--- src/rtl/core/tspt_pkg.sv ---
// Package for the tick/seconds periodic timer block.
// Holds register map, widths and reset values; no dependencies.
package tspt_pkg;

    localparam int MAX_TIMERS  = 4;
    localparam int DUR_IDX_W   = 2;
    localparam int DATA_W      = 32;
    localparam int PADDR_W     = 5;
    localparam int REG_IDX_W   = 3;

    // register indexes (byte address = 4 * index)
    localparam logic [REG_IDX_W-1:0] REG_CPTT  = 3'd0;
    localparam logic [REG_IDX_W-1:0] REG_CPTS  = 3'd1;
    localparam logic [REG_IDX_W-1:0] REG_EN    = 3'd2;
    localparam logic [REG_IDX_W-1:0] REG_DUR0  = 3'd3;
    localparam logic [REG_IDX_W-1:0] REG_DUR3  = 3'd6;

    localparam logic [DATA_W-1:0] CPTT_RESET     = 32'd15000;
    localparam logic [DATA_W-1:0] CPTS_RESET     = 32'd15000000;
    localparam logic [DATA_W-1:0] DURATION_RESET = 32'd1000;

    localparam int NUM_TIMERS_DEFAULT = 4;

    // input operation codes
    localparam logic OP_TICK = 1'b0;
    localparam logic OP_ACK  = 1'b1;

endpackage

--- src/rtl/core/tspt_alu.sv ---
// Shared 33-bit add/subtract unit with unsigned compare flag.
// Depends on tspt_pkg.
module tspt_alu (
    input  logic [tspt_pkg::DATA_W:0]   i_a,
    input  logic [tspt_pkg::DATA_W-1:0] i_b,
    input  logic                        i_sub,
    output logic [tspt_pkg::DATA_W:0]   o_res,
    output logic                        o_ge
);

    logic [tspt_pkg::DATA_W+1:0] w_b_ext;
    logic [tspt_pkg::DATA_W+1:0] w_sum;

    assign w_b_ext = i_sub ? ~{2'b00, i_b} : {2'b00, i_b};
    assign w_sum   = {1'b0, i_a} + w_b_ext + {{(tspt_pkg::DATA_W+1){1'b0}}, i_sub};
    assign o_res   = w_sum[tspt_pkg::DATA_W:0];
    // for a subtract, no borrow out means a >= b
    assign o_ge    = ~w_sum[tspt_pkg::DATA_W+1];

endmodule

--- src/rtl/core/tick_seconds_periodic_timers.sv ---
// Top level of the tick/seconds periodic timer block: sequencer, state, APB registers.
// Depends on tspt_pkg and tspt_alu.
//
//  channel | direction | handshake                  | payload
//  --------+-----------+----------------------------+------------------------------------
//  in      | to block  | i_in_valid / o_in_stall    | i_operation, i_ack_mask
//  out     | from block| o_out_valid / i_out_stall  | o_tick_count, o_seconds,
//          |           |                            | o_elapsed_mask, o_fired_mask
//  apb     | to block  | psel, penable, pready      | pwrite, paddr, pwdata, prdata
//
// A tick result goes through S_REM and S_SEC, then S_CMP per timer plus an S_ADV for
// each timer that fires, then S_DONE; the next transaction is taken once the sequencer
// is back in S_IDLE with no reload pending. An acknowledge goes straight to S_DONE.
// All of it runs through the one shared 33-bit adder: remainder add, seconds subtract,
// then a compare per timer and a deadline advance per timer that fires. A write to a
// duration or a newly set enable bit queues a deadline reload, done one timer a cycle
// while input stalls. Reset is synchronous and active low. The result sits in an
// output register, so a stalled output only blocks the next transaction from finishing,
// not starting.
module tick_seconds_periodic_timers #(
    parameter int NUM_TIMERS = tspt_pkg::NUM_TIMERS_DEFAULT
) (
    input  logic                          i_clk,
    input  logic                          i_rst_n,
    // input channel
    input  logic                          i_in_valid,
    output logic                          o_in_stall,
    input  logic                          i_operation,
    input  logic [3:0]                    i_ack_mask,
    // output channel
    output logic                          o_out_valid,
    input  logic                          i_out_stall,
    output logic [31:0]                   o_tick_count,
    output logic [31:0]                   o_seconds,
    output logic [3:0]                    o_elapsed_mask,
    output logic [3:0]                    o_fired_mask,
    // configuration port
    input  logic                          psel,
    input  logic                          penable,
    input  logic                          pwrite,
    input  logic [tspt_pkg::PADDR_W-1:0]  paddr,
    input  logic [tspt_pkg::DATA_W-1:0]   pwdata,
    output logic [tspt_pkg::DATA_W-1:0]   prdata,
    output logic                          pready
);

    localparam int TIDX_W = (NUM_TIMERS > 1) ? $clog2(NUM_TIMERS) : 1;
    localparam logic [TIDX_W-1:0] LAST_IDX = TIDX_W'(NUM_TIMERS - 1);

    // sequencer states
    localparam logic [2:0] S_IDLE = 3'd0;
    localparam logic [2:0] S_REM  = 3'd1;  // remainder + cpu ticks per tick
    localparam logic [2:0] S_SEC  = 3'd2;  // sum - cpu ticks per second
    localparam logic [2:0] S_CMP  = 3'd3;  // tick count vs deadline
    localparam logic [2:0] S_ADV  = 3'd4;  // deadline += duration
    localparam logic [2:0] S_DONE = 3'd5;  // hand result to output register

    // config registers
    logic [31:0]           r_cptt, r_cpts;
    logic [NUM_TIMERS-1:0] r_en;
    logic [31:0]           r_dur [tspt_pkg::MAX_TIMERS];

    // timer state
    logic [31:0]           r_tick, r_sec, r_rem;
    logic [32:0]           r_sum;
    logic [31:0]           r_deadline [NUM_TIMERS];
    logic [NUM_TIMERS-1:0] r_elapsed, r_fired, r_pend;
    logic [2:0]            r_state;
    logic [TIDX_W-1:0]     r_idx;

    // output register
    logic                  r_out_valid;
    logic [31:0]           r_o_tick, r_o_sec;
    logic [3:0]            r_o_elapsed, r_o_fired;

    // next values
    logic [31:0]           n_cptt, n_cpts, n_tick, n_sec, n_rem;
    logic [32:0]           n_sum;
    logic [NUM_TIMERS-1:0] n_en, n_elapsed, n_fired, n_pend;
    logic [31:0]           n_dur [tspt_pkg::MAX_TIMERS];
    logic [31:0]           n_deadline [NUM_TIMERS];
    logic [2:0]            n_state;
    logic [TIDX_W-1:0]     n_idx;
    logic                  n_out_valid;
    logic [31:0]           n_o_tick, n_o_sec;
    logic [3:0]            n_o_elapsed, n_o_fired;

    // shared unit
    logic [32:0]           w_alu_a;
    logic [31:0]           w_alu_b;
    logic                  w_alu_sub;
    logic [32:0]           w_alu_res;
    logic                  w_alu_ge;

    logic                  w_in_acc, w_out_acc, w_cfg_wr;
    logic [2:0]            w_reg_idx;
    logic [31:0]           w_dur_sel, w_dl_sel;
    logic [NUM_TIMERS-1:0] w_en_wr, w_idx_bit;
    logic [3:0]            w_elapsed_ext, w_fired_ext;

    assign pready     = 1'b1;
    assign w_reg_idx  = paddr[tspt_pkg::PADDR_W-1:2];
    assign w_cfg_wr   = psel & penable & pwrite & pready;
    assign o_in_stall = !((r_state == S_IDLE) && (r_pend == '0));
    assign w_in_acc   = i_in_valid & ~o_in_stall;
    assign w_out_acc  = r_out_valid & ~i_out_stall;

    assign w_dur_sel  = r_dur[tspt_pkg::DUR_IDX_W'(r_idx)];
    assign w_dl_sel   = r_deadline[r_idx];
    assign w_en_wr    = pwdata[NUM_TIMERS-1:0];

    always_comb begin
        w_idx_bit        = '0;
        w_idx_bit[r_idx] = 1'b1;
    end

    // operand select for the shared adder
    always_comb begin
        w_alu_a   = {1'b0, r_tick};
        w_alu_b   = w_dur_sel;
        w_alu_sub = 1'b0;
        case (r_state)
            S_REM: begin
                w_alu_a = {1'b0, r_rem};
                w_alu_b = r_cptt;
            end
            S_SEC: begin
                w_alu_a   = r_sum;
                w_alu_b   = r_cpts;
                w_alu_sub = 1'b1;
            end
            S_CMP: begin
                w_alu_b   = w_dl_sel;
                w_alu_sub = 1'b1;
            end
            S_ADV: begin
                w_alu_a = {1'b0, w_dl_sel};
            end
            default: begin
                // idle: deadline reload, tick count + duration
                w_alu_a = {1'b0, r_tick};
            end
        endcase
    end

    tspt_alu u_alu (
        .i_a   (w_alu_a),
        .i_b   (w_alu_b),
        .i_sub (w_alu_sub),
        .o_res (w_alu_res),
        .o_ge  (w_alu_ge)
    );

    // sequencer and timer state
    always_comb begin
        n_state    = r_state;
        n_idx      = r_idx;
        n_tick     = r_tick;
        n_sec      = r_sec;
        n_rem      = r_rem;
        n_sum      = r_sum;
        n_elapsed  = r_elapsed;
        n_fired    = r_fired;
        n_pend     = r_pend;
        n_deadline = r_deadline;
        case (r_state)
            S_IDLE: begin
                if (r_pend != '0) begin
                    // reload sweep, one timer per cycle
                    if (r_pend[r_idx]) begin
                        n_deadline[r_idx] = w_alu_res[31:0];
                        n_pend            = r_pend & ~w_idx_bit;
                    end
                    n_idx = (r_idx == LAST_IDX) ? '0 : r_idx + 1'b1;
                end else if (w_in_acc) begin
                    n_idx   = '0;
                    n_fired = '0;
                    if (i_operation == tspt_pkg::OP_TICK) begin
                        n_tick  = r_tick + 32'd1;
                        n_state = S_REM;
                    end else begin
                        n_elapsed = r_elapsed & ~i_ack_mask[NUM_TIMERS-1:0];
                        n_state   = S_DONE;
                    end
                end
            end
            S_REM: begin
                n_sum   = w_alu_res;
                n_state = S_SEC;
            end
            S_SEC: begin
                if (w_alu_ge) begin
                    n_rem = w_alu_res[31:0];
                    n_sec = r_sec + 32'd1;
                end else begin
                    n_rem = r_sum[31:0];
                end
                n_state = S_CMP;
            end
            S_CMP: begin
                if (r_en[r_idx] && w_alu_ge) begin
                    n_elapsed = r_elapsed | w_idx_bit;
                    n_fired   = r_fired | w_idx_bit;
                    n_state   = S_ADV;
                end else if (r_idx == LAST_IDX) begin
                    n_state = S_DONE;
                end else begin
                    n_idx = r_idx + 1'b1;
                end
            end
            S_ADV: begin
                n_deadline[r_idx] = w_alu_res[31:0];
                if (r_idx == LAST_IDX) begin
                    n_state = S_DONE;
                end else begin
                    n_idx   = r_idx + 1'b1;
                    n_state = S_CMP;
                end
            end
            S_DONE: begin
                if (!r_out_valid || w_out_acc) begin
                    n_state = S_IDLE;
                end
            end
            default: n_state = S_IDLE;
        endcase

        // register writes queue reloads; a new request wins over a sweep clear
        if (w_cfg_wr) begin
            if (w_reg_idx == tspt_pkg::REG_EN) begin
                n_pend = n_pend | (w_en_wr & ~r_en);
            end
            for (int k = 0; k < NUM_TIMERS; k++) begin
                if (w_reg_idx == tspt_pkg::REG_DUR0 + 3'(k)) begin
                    n_pend[k] = 1'b1;
                end
            end
        end
    end

    // config register writes
    always_comb begin
        n_cptt = r_cptt;
        n_cpts = r_cpts;
        n_en   = r_en;
        n_dur  = r_dur;
        if (w_cfg_wr) begin
            case (w_reg_idx)
                tspt_pkg::REG_CPTT: n_cptt = pwdata;
                tspt_pkg::REG_CPTS: n_cpts = pwdata;
                tspt_pkg::REG_EN:   n_en   = w_en_wr;
                default: begin
                    if (w_reg_idx inside {[tspt_pkg::REG_DUR0:tspt_pkg::REG_DUR3]}) begin
                        n_dur[tspt_pkg::DUR_IDX_W'(w_reg_idx - tspt_pkg::REG_DUR0)] = pwdata;
                    end
                end
            endcase
        end
    end

    // register readback
    always_comb begin
        case (w_reg_idx)
            tspt_pkg::REG_CPTT: prdata = r_cptt;
            tspt_pkg::REG_CPTS: prdata = r_cpts;
            tspt_pkg::REG_EN:   prdata = 32'(r_en);
            default: begin
                if (w_reg_idx inside {[tspt_pkg::REG_DUR0:tspt_pkg::REG_DUR3]}) begin
                    prdata = r_dur[tspt_pkg::DUR_IDX_W'(w_reg_idx - tspt_pkg::REG_DUR0)];
                end else begin
                    prdata = '0;
                end
            end
        endcase
    end

    // output register
    always_comb begin
        w_elapsed_ext                   = '0;
        w_elapsed_ext[NUM_TIMERS-1:0]   = r_elapsed;
        w_fired_ext                     = '0;
        w_fired_ext[NUM_TIMERS-1:0]     = r_fired;
        n_out_valid = r_out_valid & ~w_out_acc;
        n_o_tick    = r_o_tick;
        n_o_sec     = r_o_sec;
        n_o_elapsed = r_o_elapsed;
        n_o_fired   = r_o_fired;
        if ((r_state == S_DONE) && (!r_out_valid || w_out_acc)) begin
            n_out_valid = 1'b1;
            n_o_tick    = r_tick;
            n_o_sec     = r_sec;
            n_o_elapsed = w_elapsed_ext;
            n_o_fired   = w_fired_ext;
        end
    end

    always_ff @(posedge i_clk) begin
        if (!i_rst_n) begin
            r_state     <= S_IDLE;
            r_idx       <= '0;
            r_tick      <= '0;
            r_sec       <= '0;
            r_rem       <= '0;
            r_elapsed   <= '0;
            r_fired     <= '0;
            r_pend      <= '0;
            r_out_valid <= 1'b0;
            r_cptt      <= tspt_pkg::CPTT_RESET;
            r_cpts      <= tspt_pkg::CPTS_RESET;
            r_en        <= '0;
            for (int k = 0; k < tspt_pkg::MAX_TIMERS; k++) begin
                r_dur[k] <= tspt_pkg::DURATION_RESET;
            end
            for (int k = 0; k < NUM_TIMERS; k++) begin
                r_deadline[k] <= tspt_pkg::DURATION_RESET;
            end
        end else begin
            r_state     <= n_state;
            r_idx       <= n_idx;
            r_tick      <= n_tick;
            r_sec       <= n_sec;
            r_rem       <= n_rem;
            r_elapsed   <= n_elapsed;
            r_fired     <= n_fired;
            r_pend      <= n_pend;
            r_out_valid <= n_out_valid;
            r_cptt      <= n_cptt;
            r_cpts      <= n_cpts;
            r_en        <= n_en;
            r_dur       <= n_dur;
            r_deadline  <= n_deadline;
        end
    end

    // payload registers, no reset
    always_ff @(posedge i_clk) begin
        r_sum       <= n_sum;
        r_o_tick    <= n_o_tick;
        r_o_sec     <= n_o_sec;
        r_o_elapsed <= n_o_elapsed;
        r_o_fired   <= n_o_fired;
    end

    assign o_out_valid    = r_out_valid;
    assign o_tick_count   = r_o_tick;
    assign o_seconds      = r_o_sec;
    assign o_elapsed_mask = r_o_elapsed;
    assign o_fired_mask   = r_o_fired;

endmodule

--- config.mk ---
export PLATFORM = sky130hd
export DESIGN_NAME = tick_seconds_periodic_timers
export DESIGN_NICKNAME = d
export VERILOG_FILES = /design/src/rtl/core/tspt_pkg.sv /design/src/rtl/core/tspt_alu.sv /design/src/rtl/core/tick_seconds_periodic_timers.sv
export SDC_FILE = /design/constraint.sdc
export NUM_CORES = 1
export LEC_CHECK = 0
export BUFFER_PORTS_ARGS = -buffer_cell sky130_fd_sc_hd__buf_2
export CAP_MARGIN = 20
export CORE_ASPECT_RATIO = 0.5
export CORE_MARGIN = 2
export CORE_UTILIZATION = 25
export CTS_CLUSTER_DIAMETER = 120
export DETAILED_ROUTE_END_ITERATION = 10
export HOLD_SLACK_MARGIN = 0.12
export PLACE_DENSITY_LB_ADDON = 0.05
export SLEW_MARGIN = 20
export SYNTH_ARGS = -nofsm -noshare
export SYNTH_HDL_FRONTEND = slang
export SYNTH_SLANG_ARGS = --single-unit
--- constraint.sdc ---
create_clock -name i_clk -period 6.7 [get_ports i_clk]
set_input_delay 0.335 -clock i_clk [delete_from_list [all_inputs] [get_ports i_clk]]
set_output_delay 0.335 -clock i_clk [all_outputs]
set_load 0.1 [all_outputs]
Yosys cells after proc, flatten, opt, wreduce, memory -nomap -nowiden
Index checks and enable logic that the tools add are counted.
{"block": "word_totals", "ff_bits": 543, "in_bits": 49, "out_inout_bits": 107, "word_cells": 178}
{"block": "classes", "add_sub_neg": 6, "n_lt_le_gt_ge": 8, "n_eq_ne": 22, "n_mux": 64, "n_bitwise": 23, "n_reduce_logical": 30}
{"cell": "$mux 32", "n": 10}
{"cell": "$bwmux 128", "n": 2}
{"cell": "$mux 128", "n": 2}
{"cell": "$pmux 128 s2", "n": 1}
{"cell": "$bmux 32 s2", "n": 3}
{"cell": "$pmux 32 s3", "n": 2}
{"cell": "$demux 32 s2", "n": 2}
{"cell": "$pmux 33 s3", "n": 1}
{"cell": "$add 32x1->32 const B", "n": 2}
{"cell": "$mux 4", "n": 12}
{"cell": "$add 33x34->34", "n": 1}
{"cell": "$add 34x1->34", "n": 1}
{"cell": "$mux 34", "n": 1}
{"cell": "$not 32->34", "n": 1}
{"cell": "$mux 3", "n": 7}
{"cell": "$pmux 3 s6", "n": 1}
{"cell": "$pmux 4 s2", "n": 2}
{"cell": "$eq 3x3->1 const B", "n": 5}
{"cell": "$and 4x4->4", "n": 3}
{"cell": "$eq 3x2->1 const B", "n": 4}
{"cell": "$ne 2x2->1 const B", "n": 6}
{"cell": "$not 4->4", "n": 3}
{"cell": "$or 4x4->4", "n": 3}
{"cell": "$reduce_and 4->1", "n": 3}
{"cell": "34 further kinds", "n": 75}

Longest topological paths before layout
{"block": "depth", "word_depth": 13, "mapped_depth": 20, "ltp_nobuf": 16}

Modules after synthesis
Synthesis repeated with hierarchy kept, for this count alone.
{"block": "hier_totals", "hier_cells": 2958, "hier_area_um2": 26509.2}
{"mod": "tick_seconds_periodic_timers", "instances": 1, "cells_per_inst": 2663, "area_per_inst_um2": 24408.4, "seq_area_each_um2": 11921.4}
{"mod": "tspt_alu", "instances": 1, "cells_per_inst": 295, "area_per_inst_um2": 2100.8, "seq_area_each_um2": 0.0}

Worst setup path after synthesis
OpenSTA, ideal clock, no wires.
{"block": "synth_timing", "kind": "flip-flop to flip-flop", "from": "reg r_idx[0]", "to": "reg r_rem[21]", "setup_ns": 0.132, "arrival_ns": 5.550, "required_ns": 6.568, "setup_slack_ns": 1.018, "path_stages_with_launch": 18, "n_path_buf": 5, "period_less_slack_ns": 5.682, "cell_sequence": "dfxtp_1 buf_4 buf_1 clkbuf_1 buf_1 mux4_2 o22a_1 ha_1 a21o_1 a21o_1 a21o_1 a211o_1 a21o_1 a221o_1 o31ai_1 buf_2 mux2i_1 a21oi_1"}
{"block": "synth_via", "elab_chain_len": 10, "word_cells_on_any_way": 14, "classes_between": "add/sub: 2; mux: 10; bitwise: 2"}
{"item": "start, declared", "line_no": "tick_seconds_periodic_timers.sv:69", "rtl": "logic [TIDX_W-1:0] r_idx;"}
{"item": "start signal, assigned", "line_no": "tick_seconds_periodic_timers.sv:319", "rtl": "r_idx <= n_idx;"}
{"item": "$not 2->3 (not written as such) (*)", "line_no": "tick_seconds_periodic_timers.sv:108, tick_seconds_periodic_timers.sv:109"}
{"item": "$bmux 32 s2, on equally long branches", "line_no": "tick_seconds_periodic_timers.sv:108, tick_seconds_periodic_timers.sv:109"}
{"item": "$mux 32, on equally long branches (2 in a row)", "line_no": "tick_seconds_periodic_timers.sv:108, tick_seconds_periodic_timers.sv:109"}
{"item": "$pmux 32 s3", "line_no": "tick_seconds_periodic_timers.sv:122", "rtl": "case (r_state)"}
{"item": "$not 32->34", "line_no": "tspt_alu.sv:14", "rtl": "assign w_b_ext = i_sub ? ~{2'b00, i_b} : {2'b00, i_b};"}
{"item": "$mux 34", "line_no": "tspt_alu.sv:14"}
{"item": "$add 33x34->34 (*)", "line_no": "tspt_alu.sv:15", "rtl": "assign w_sum = {1'b0, i_a} + w_b_ext + {{(tspt_pkg::DATA_W+1){1'b0}}, i_sub};"}
{"item": "$add 34x1->34 (*)", "line_no": "tspt_alu.sv:15"}
{"item": "$mux 32 (*)", "line_no": "tick_seconds_periodic_timers.sv:192", "rtl": "if (w_alu_ge) begin"}
{"item": "end signal, assigned", "line_no": "tick_seconds_periodic_timers.sv:322", "rtl": "r_rem <= n_rem;"}
{"item": "end, declared", "line_no": "tick_seconds_periodic_timers.sv:64", "rtl": "logic [31:0] r_tick, r_sec, r_rem;"}
Every way passes the cells marked *; elsewhere a longest branch is shown, timed or not. The select of a mux whose other input is x is not followed.
A chain may end at the register's enable or synchronous reset.

Final worst setup path
{"block": "layout_timing", "from": "reg r_state[1]", "to": "reg r_elapsed[0]"}
{"block": "layout_via", "elab_chain_len": 10, "word_cells_on_any_way": 24, "classes_between": "add/sub: 2; eq/ne: 8; mux: 5; bitwise: 3; reduce/logical: 6"}
{"item": "start, declared", "line_no": "tick_seconds_periodic_timers.sv:68", "rtl": "logic [2:0] r_state;"}
{"item": "start signal, assigned", "line_no": "tick_seconds_periodic_timers.sv:318", "rtl": "r_state <= n_state;"}
{"item": "$eq 3x2->1, or another cell as far along", "line_no": "tick_seconds_periodic_timers.sv:122, tick_seconds_periodic_timers.sv:166"}
{"item": "$pmux 32 s3 / $reduce_or 2->1 (equally long branches)"}
{"item": "$not 32->34 / $mux 1 (equally long branches)", "line_no": "tspt_alu.sv:14, tick_seconds_periodic_timers.sv:122"}
{"item": "$mux 34", "line_no": "tspt_alu.sv:14"}
{"item": "$add 33x34->34", "line_no": "tspt_alu.sv:15"}
{"item": "$add 34x1->34", "line_no": "tspt_alu.sv:15"}
{"item": "$not 1->1 (no source line)"}
{"item": "$logic_and 1x1->1", "line_no": "tick_seconds_periodic_timers.sv:201", "rtl": "if (r_en[r_idx] && w_alu_ge) begin"}
{"item": "$ne 2x2->1 (no source line)"}
{"item": "$reduce_and 5->1 (no source line)"}
{"item": "end signal, assigned", "line_no": "tick_seconds_periodic_timers.sv:323", "rtl": "r_elapsed <= n_elapsed;"}
{"item": "end, declared", "line_no": "tick_seconds_periodic_timers.sv:67", "rtl": "logic [NUM_TIMERS-1:0] r_elapsed, r_fired, r_pend;"}
Several ways; a longest one is shown, not always the timed one.

==> out/qor.txt <==
Synth Register Bits -> 543
Syn Inst Count -> 2992
Post-synth top area share -> 33.6%
Hold wc startpoint -> penable
Pint -> 0.00715 W
Yosys cell types -> 68
Async S/R FF share, synth -> 0%
Die width -> 461 um
Final instance area -> 30600 um2
I/O pins -> 156
Max Cap Violations -> 0
Leakage dissipation -> 11.2 nW
CTS tree -> done
Core ar. -> 103000 um2
# DRC -> 0
Arrival time at the worst endpoint -> 6.39 ns
Status -> complete, no violations
Worst hold path type -> input port to register
Final min period -> 5.85 ns
Fraction of layout cells with a size suffix above 1 -> 13.9%
Final hold vios -> 0
Crit. End Element -> register
Critical path peak fanout -> 33
Tightest Pin Transition -> 1.08 ns
Setup TNS Final -> 0 ns
Final worst setup slack -> 0.845 ns
Full die area -> 107000 um2
Post-CTS Resized -> 0
First-pass GRT wire length -> 149000 um
Worst skew pair latency -> 0.65 ns
DP HPWL -> 66200 um
WS Path Type -> register to register
Post-DRT Antenna Nets -> 0
Initial Util -> 25.3%
Register area share after synthesis -> 45.6%
Max stage delay on crit path -> 0.78 ns
Initial antenna violation count -> 5
Clock Tree Root -> clkbuf_16
Seq pwr share -> 31.3%
Synth Flop Type -> dfxtp_1
Clock transition at path regs -> 0.06 ns
EDFF count, synth -> 105
Detailed Route WL -> 102000 um
Vias in the first global route -> 21200
Pre-CTS setup slack -> 1.17 ns
Die H -> 233 um
Maximum VDD drop -> 0.222 mV
Post-CTS setup buffer count -> 0
Placer Congestion -> 0.796
Grt ovf -> 0
Cts hold-fix bufs -> 38
Worst EP required -> 7.23 ns
Vias -> 22300
TritonCTS Buffers -> 58
Layout Nets -> 3144
Crit path launch type -> register
Unrepaired setup endpoints after global routing -> no
H-tree level count -> 2
Fmax -> 0.171 GHz
Relative slew margins -> 27.6%
Clock Power Share -> 27.8%
Min Hold Slack -> 0.186 ns
Layout area overhead -> 17.3%
Final Setup Violations -> 0
Ys Warns -> 0
Post-DP Area -> 28200 um2
Final slew viol count -> 0
Crit-path most repeated cell -> a21o_1
Tcrit/Tclk final -> 87.4%
I/O Buffers -> 152
DRT iter0 DRCs -> 1662
Cell taking the most area after synthesis -> dfxtp_1
Clock skew -> 0.0254 ns
Sw frac -> 42.6%
CTS Sinks -> 543
GRT Overall Usage -> 18.7%
Crit-path cells -> or2_2, nand3_1, o21ai_0, o21ai_0, nand2_1, ha_1, a21o_1, a21o_1, a21o_1, a211o_1, a21o_1, a221o_1, o31ai_1, nor2_1, a21oi_1, a211oi_1, dlygate4sd3_1
Synthesized area -> 26100 um2
Switching power -> 0.00530 W
Power per Cell Area -> 406 nW/um2
Synth Area per Inst -> 8.73 um2
Setup crit start -> r_state[1]
Mapped Nets -> 3083
Final Util -> 29.7%
Worst r2r src -> r_state[1]
Clock Tree Buf Depth -> 3
Largest net degree at the start of global routing -> 168
Crit-path slowest cell -> or2_2
Area contributors post-synth -> dfxtp_1 (34%), edfxtp_1 (12%), nand2_1 (11%)
Vias per Instance -> 4.95
Row count -> 83
TritonRoute pass-1 iters -> 6
Gate power share -> 40.9%
DR WL/cell -> 22.7 um
==> critical path, delay by kind of cell (launching register included) <==
| family | cells | cell delay [ns] |
|---|---|---|
| adder cells (fa/ha/maj) | 1 | 0.30 |
| AND/OR/NAND/NOR | 4 | 1.41 |
| flip-flops | 1 | 0.59 |
| buffers and inverters | 1 | 0.57 |
| AO/OA/AOI/OAI | 11 | 2.83 |
==> routing by layer <==
| metal | global-route usage [%] | vias up | wire [um] |
|---|---|---|---|
| li1 | - | 10700 | - |
| met1 | 28.1 | 10900 | 52100 |
| met2 | 28.1 | 561 | 43700 |
| met3 | 2.98 | 94 | 5250 |
| met4 | 3.65 | 4 | 1510 |
| met5 | 0 | - | 21 |
==> area by class of cell <==
cell class / count / area [um2]
inverters: 57 / 221
repair buffers: 235 / 1540
clock inverters: 22 / 223
diodes: 2 / 5.00
well taps: 1402 / 1750
flip-flops and latches: 543 / 11900
clock buffers: 88 / 1780
fillers: 10800 / 72500
multi-input cells: 2158 / 13200
==> cell usage after synthesis (37+ instances only) <==
cell / number
nand2_1: 772
edfxtp_1: 105
clkbuf_1: 204
nor2_1: 126
nand3_1: 117
xnor2_1: 45
ha_1: 41
mux4_2: 98
a21oi_1: 357
dfxtp_1: 438
inv_1: 56
a22oi_1: 37
o21ai_0: 147
==> flip-flops by register name (all words and copies together) (netlist names), 32 cells and up <==
register      count
r_sum            33
r_rem            32
r_dur           128
r_deadline      128
o_seconds        32
r_sec            32
r_cpts           32
o_tick_count     32
r_cptt           32
r_tick           32
==> power by group through the flow <==
stage	Combinational (W)	Sequential, W	Clock, W
2_1_floorplan	0.00306	0.00399	0
3_3_place_gp	0.00504	0.00396	0
3_5_place_dp	0.00505	0.00396	0
4_1_cts	0.00508	0.00389	0.00358
5_1_grt	0.00553	0.00392	0.00370
6_report	0.00510	0.00389	0.00346
==> worst paths after layout <==
kind,depth (start not counted),end,slack (ns)
setup / recovery,17,r_elapsed[0],0.85
hold / removal,5,r_en[0],0.19
setup reg to reg,17,r_elapsed[0],0.85
hold reg to reg,0,o_elapsed_mask[2],0.43
==> cell usage in the layout, fill, tap and decap left out, drive strengths merged, types with 88 or more instances in the layout <==
cell type	instances
dfxtp	438
o21ai	148
buf	197
mux4	98
nor2	126
edfxtp	105
a21oi	357
nand3	117
clkbuf	88
nand2	772
==> cells by family after synthesis <==
logic type / after synthesis / share of synthesized area (%)
AOI/OAI and AO/OA: 772 / 17.7
xor gates and xnor gates: 75 / 2.51
adders and majority gates: 42 / 2.04
buffers and inverters: 291 / 4.24
DFF: 543 / 45.6
muxes: 125 / 9.48
other: 1 / 0.0144
and+or+nand+nor: 1143 / 18.3
==> through the flow <==
step	total power [W]	cells
after floorplan	0.00705	2992
after global placement	0.00900	4356
after detailed placement	0.00901	4357
after CTS	0.0126	4505
after global routing	0.0132	4505
final	0.0125	4507
Power figures use the tool's default switching activity.
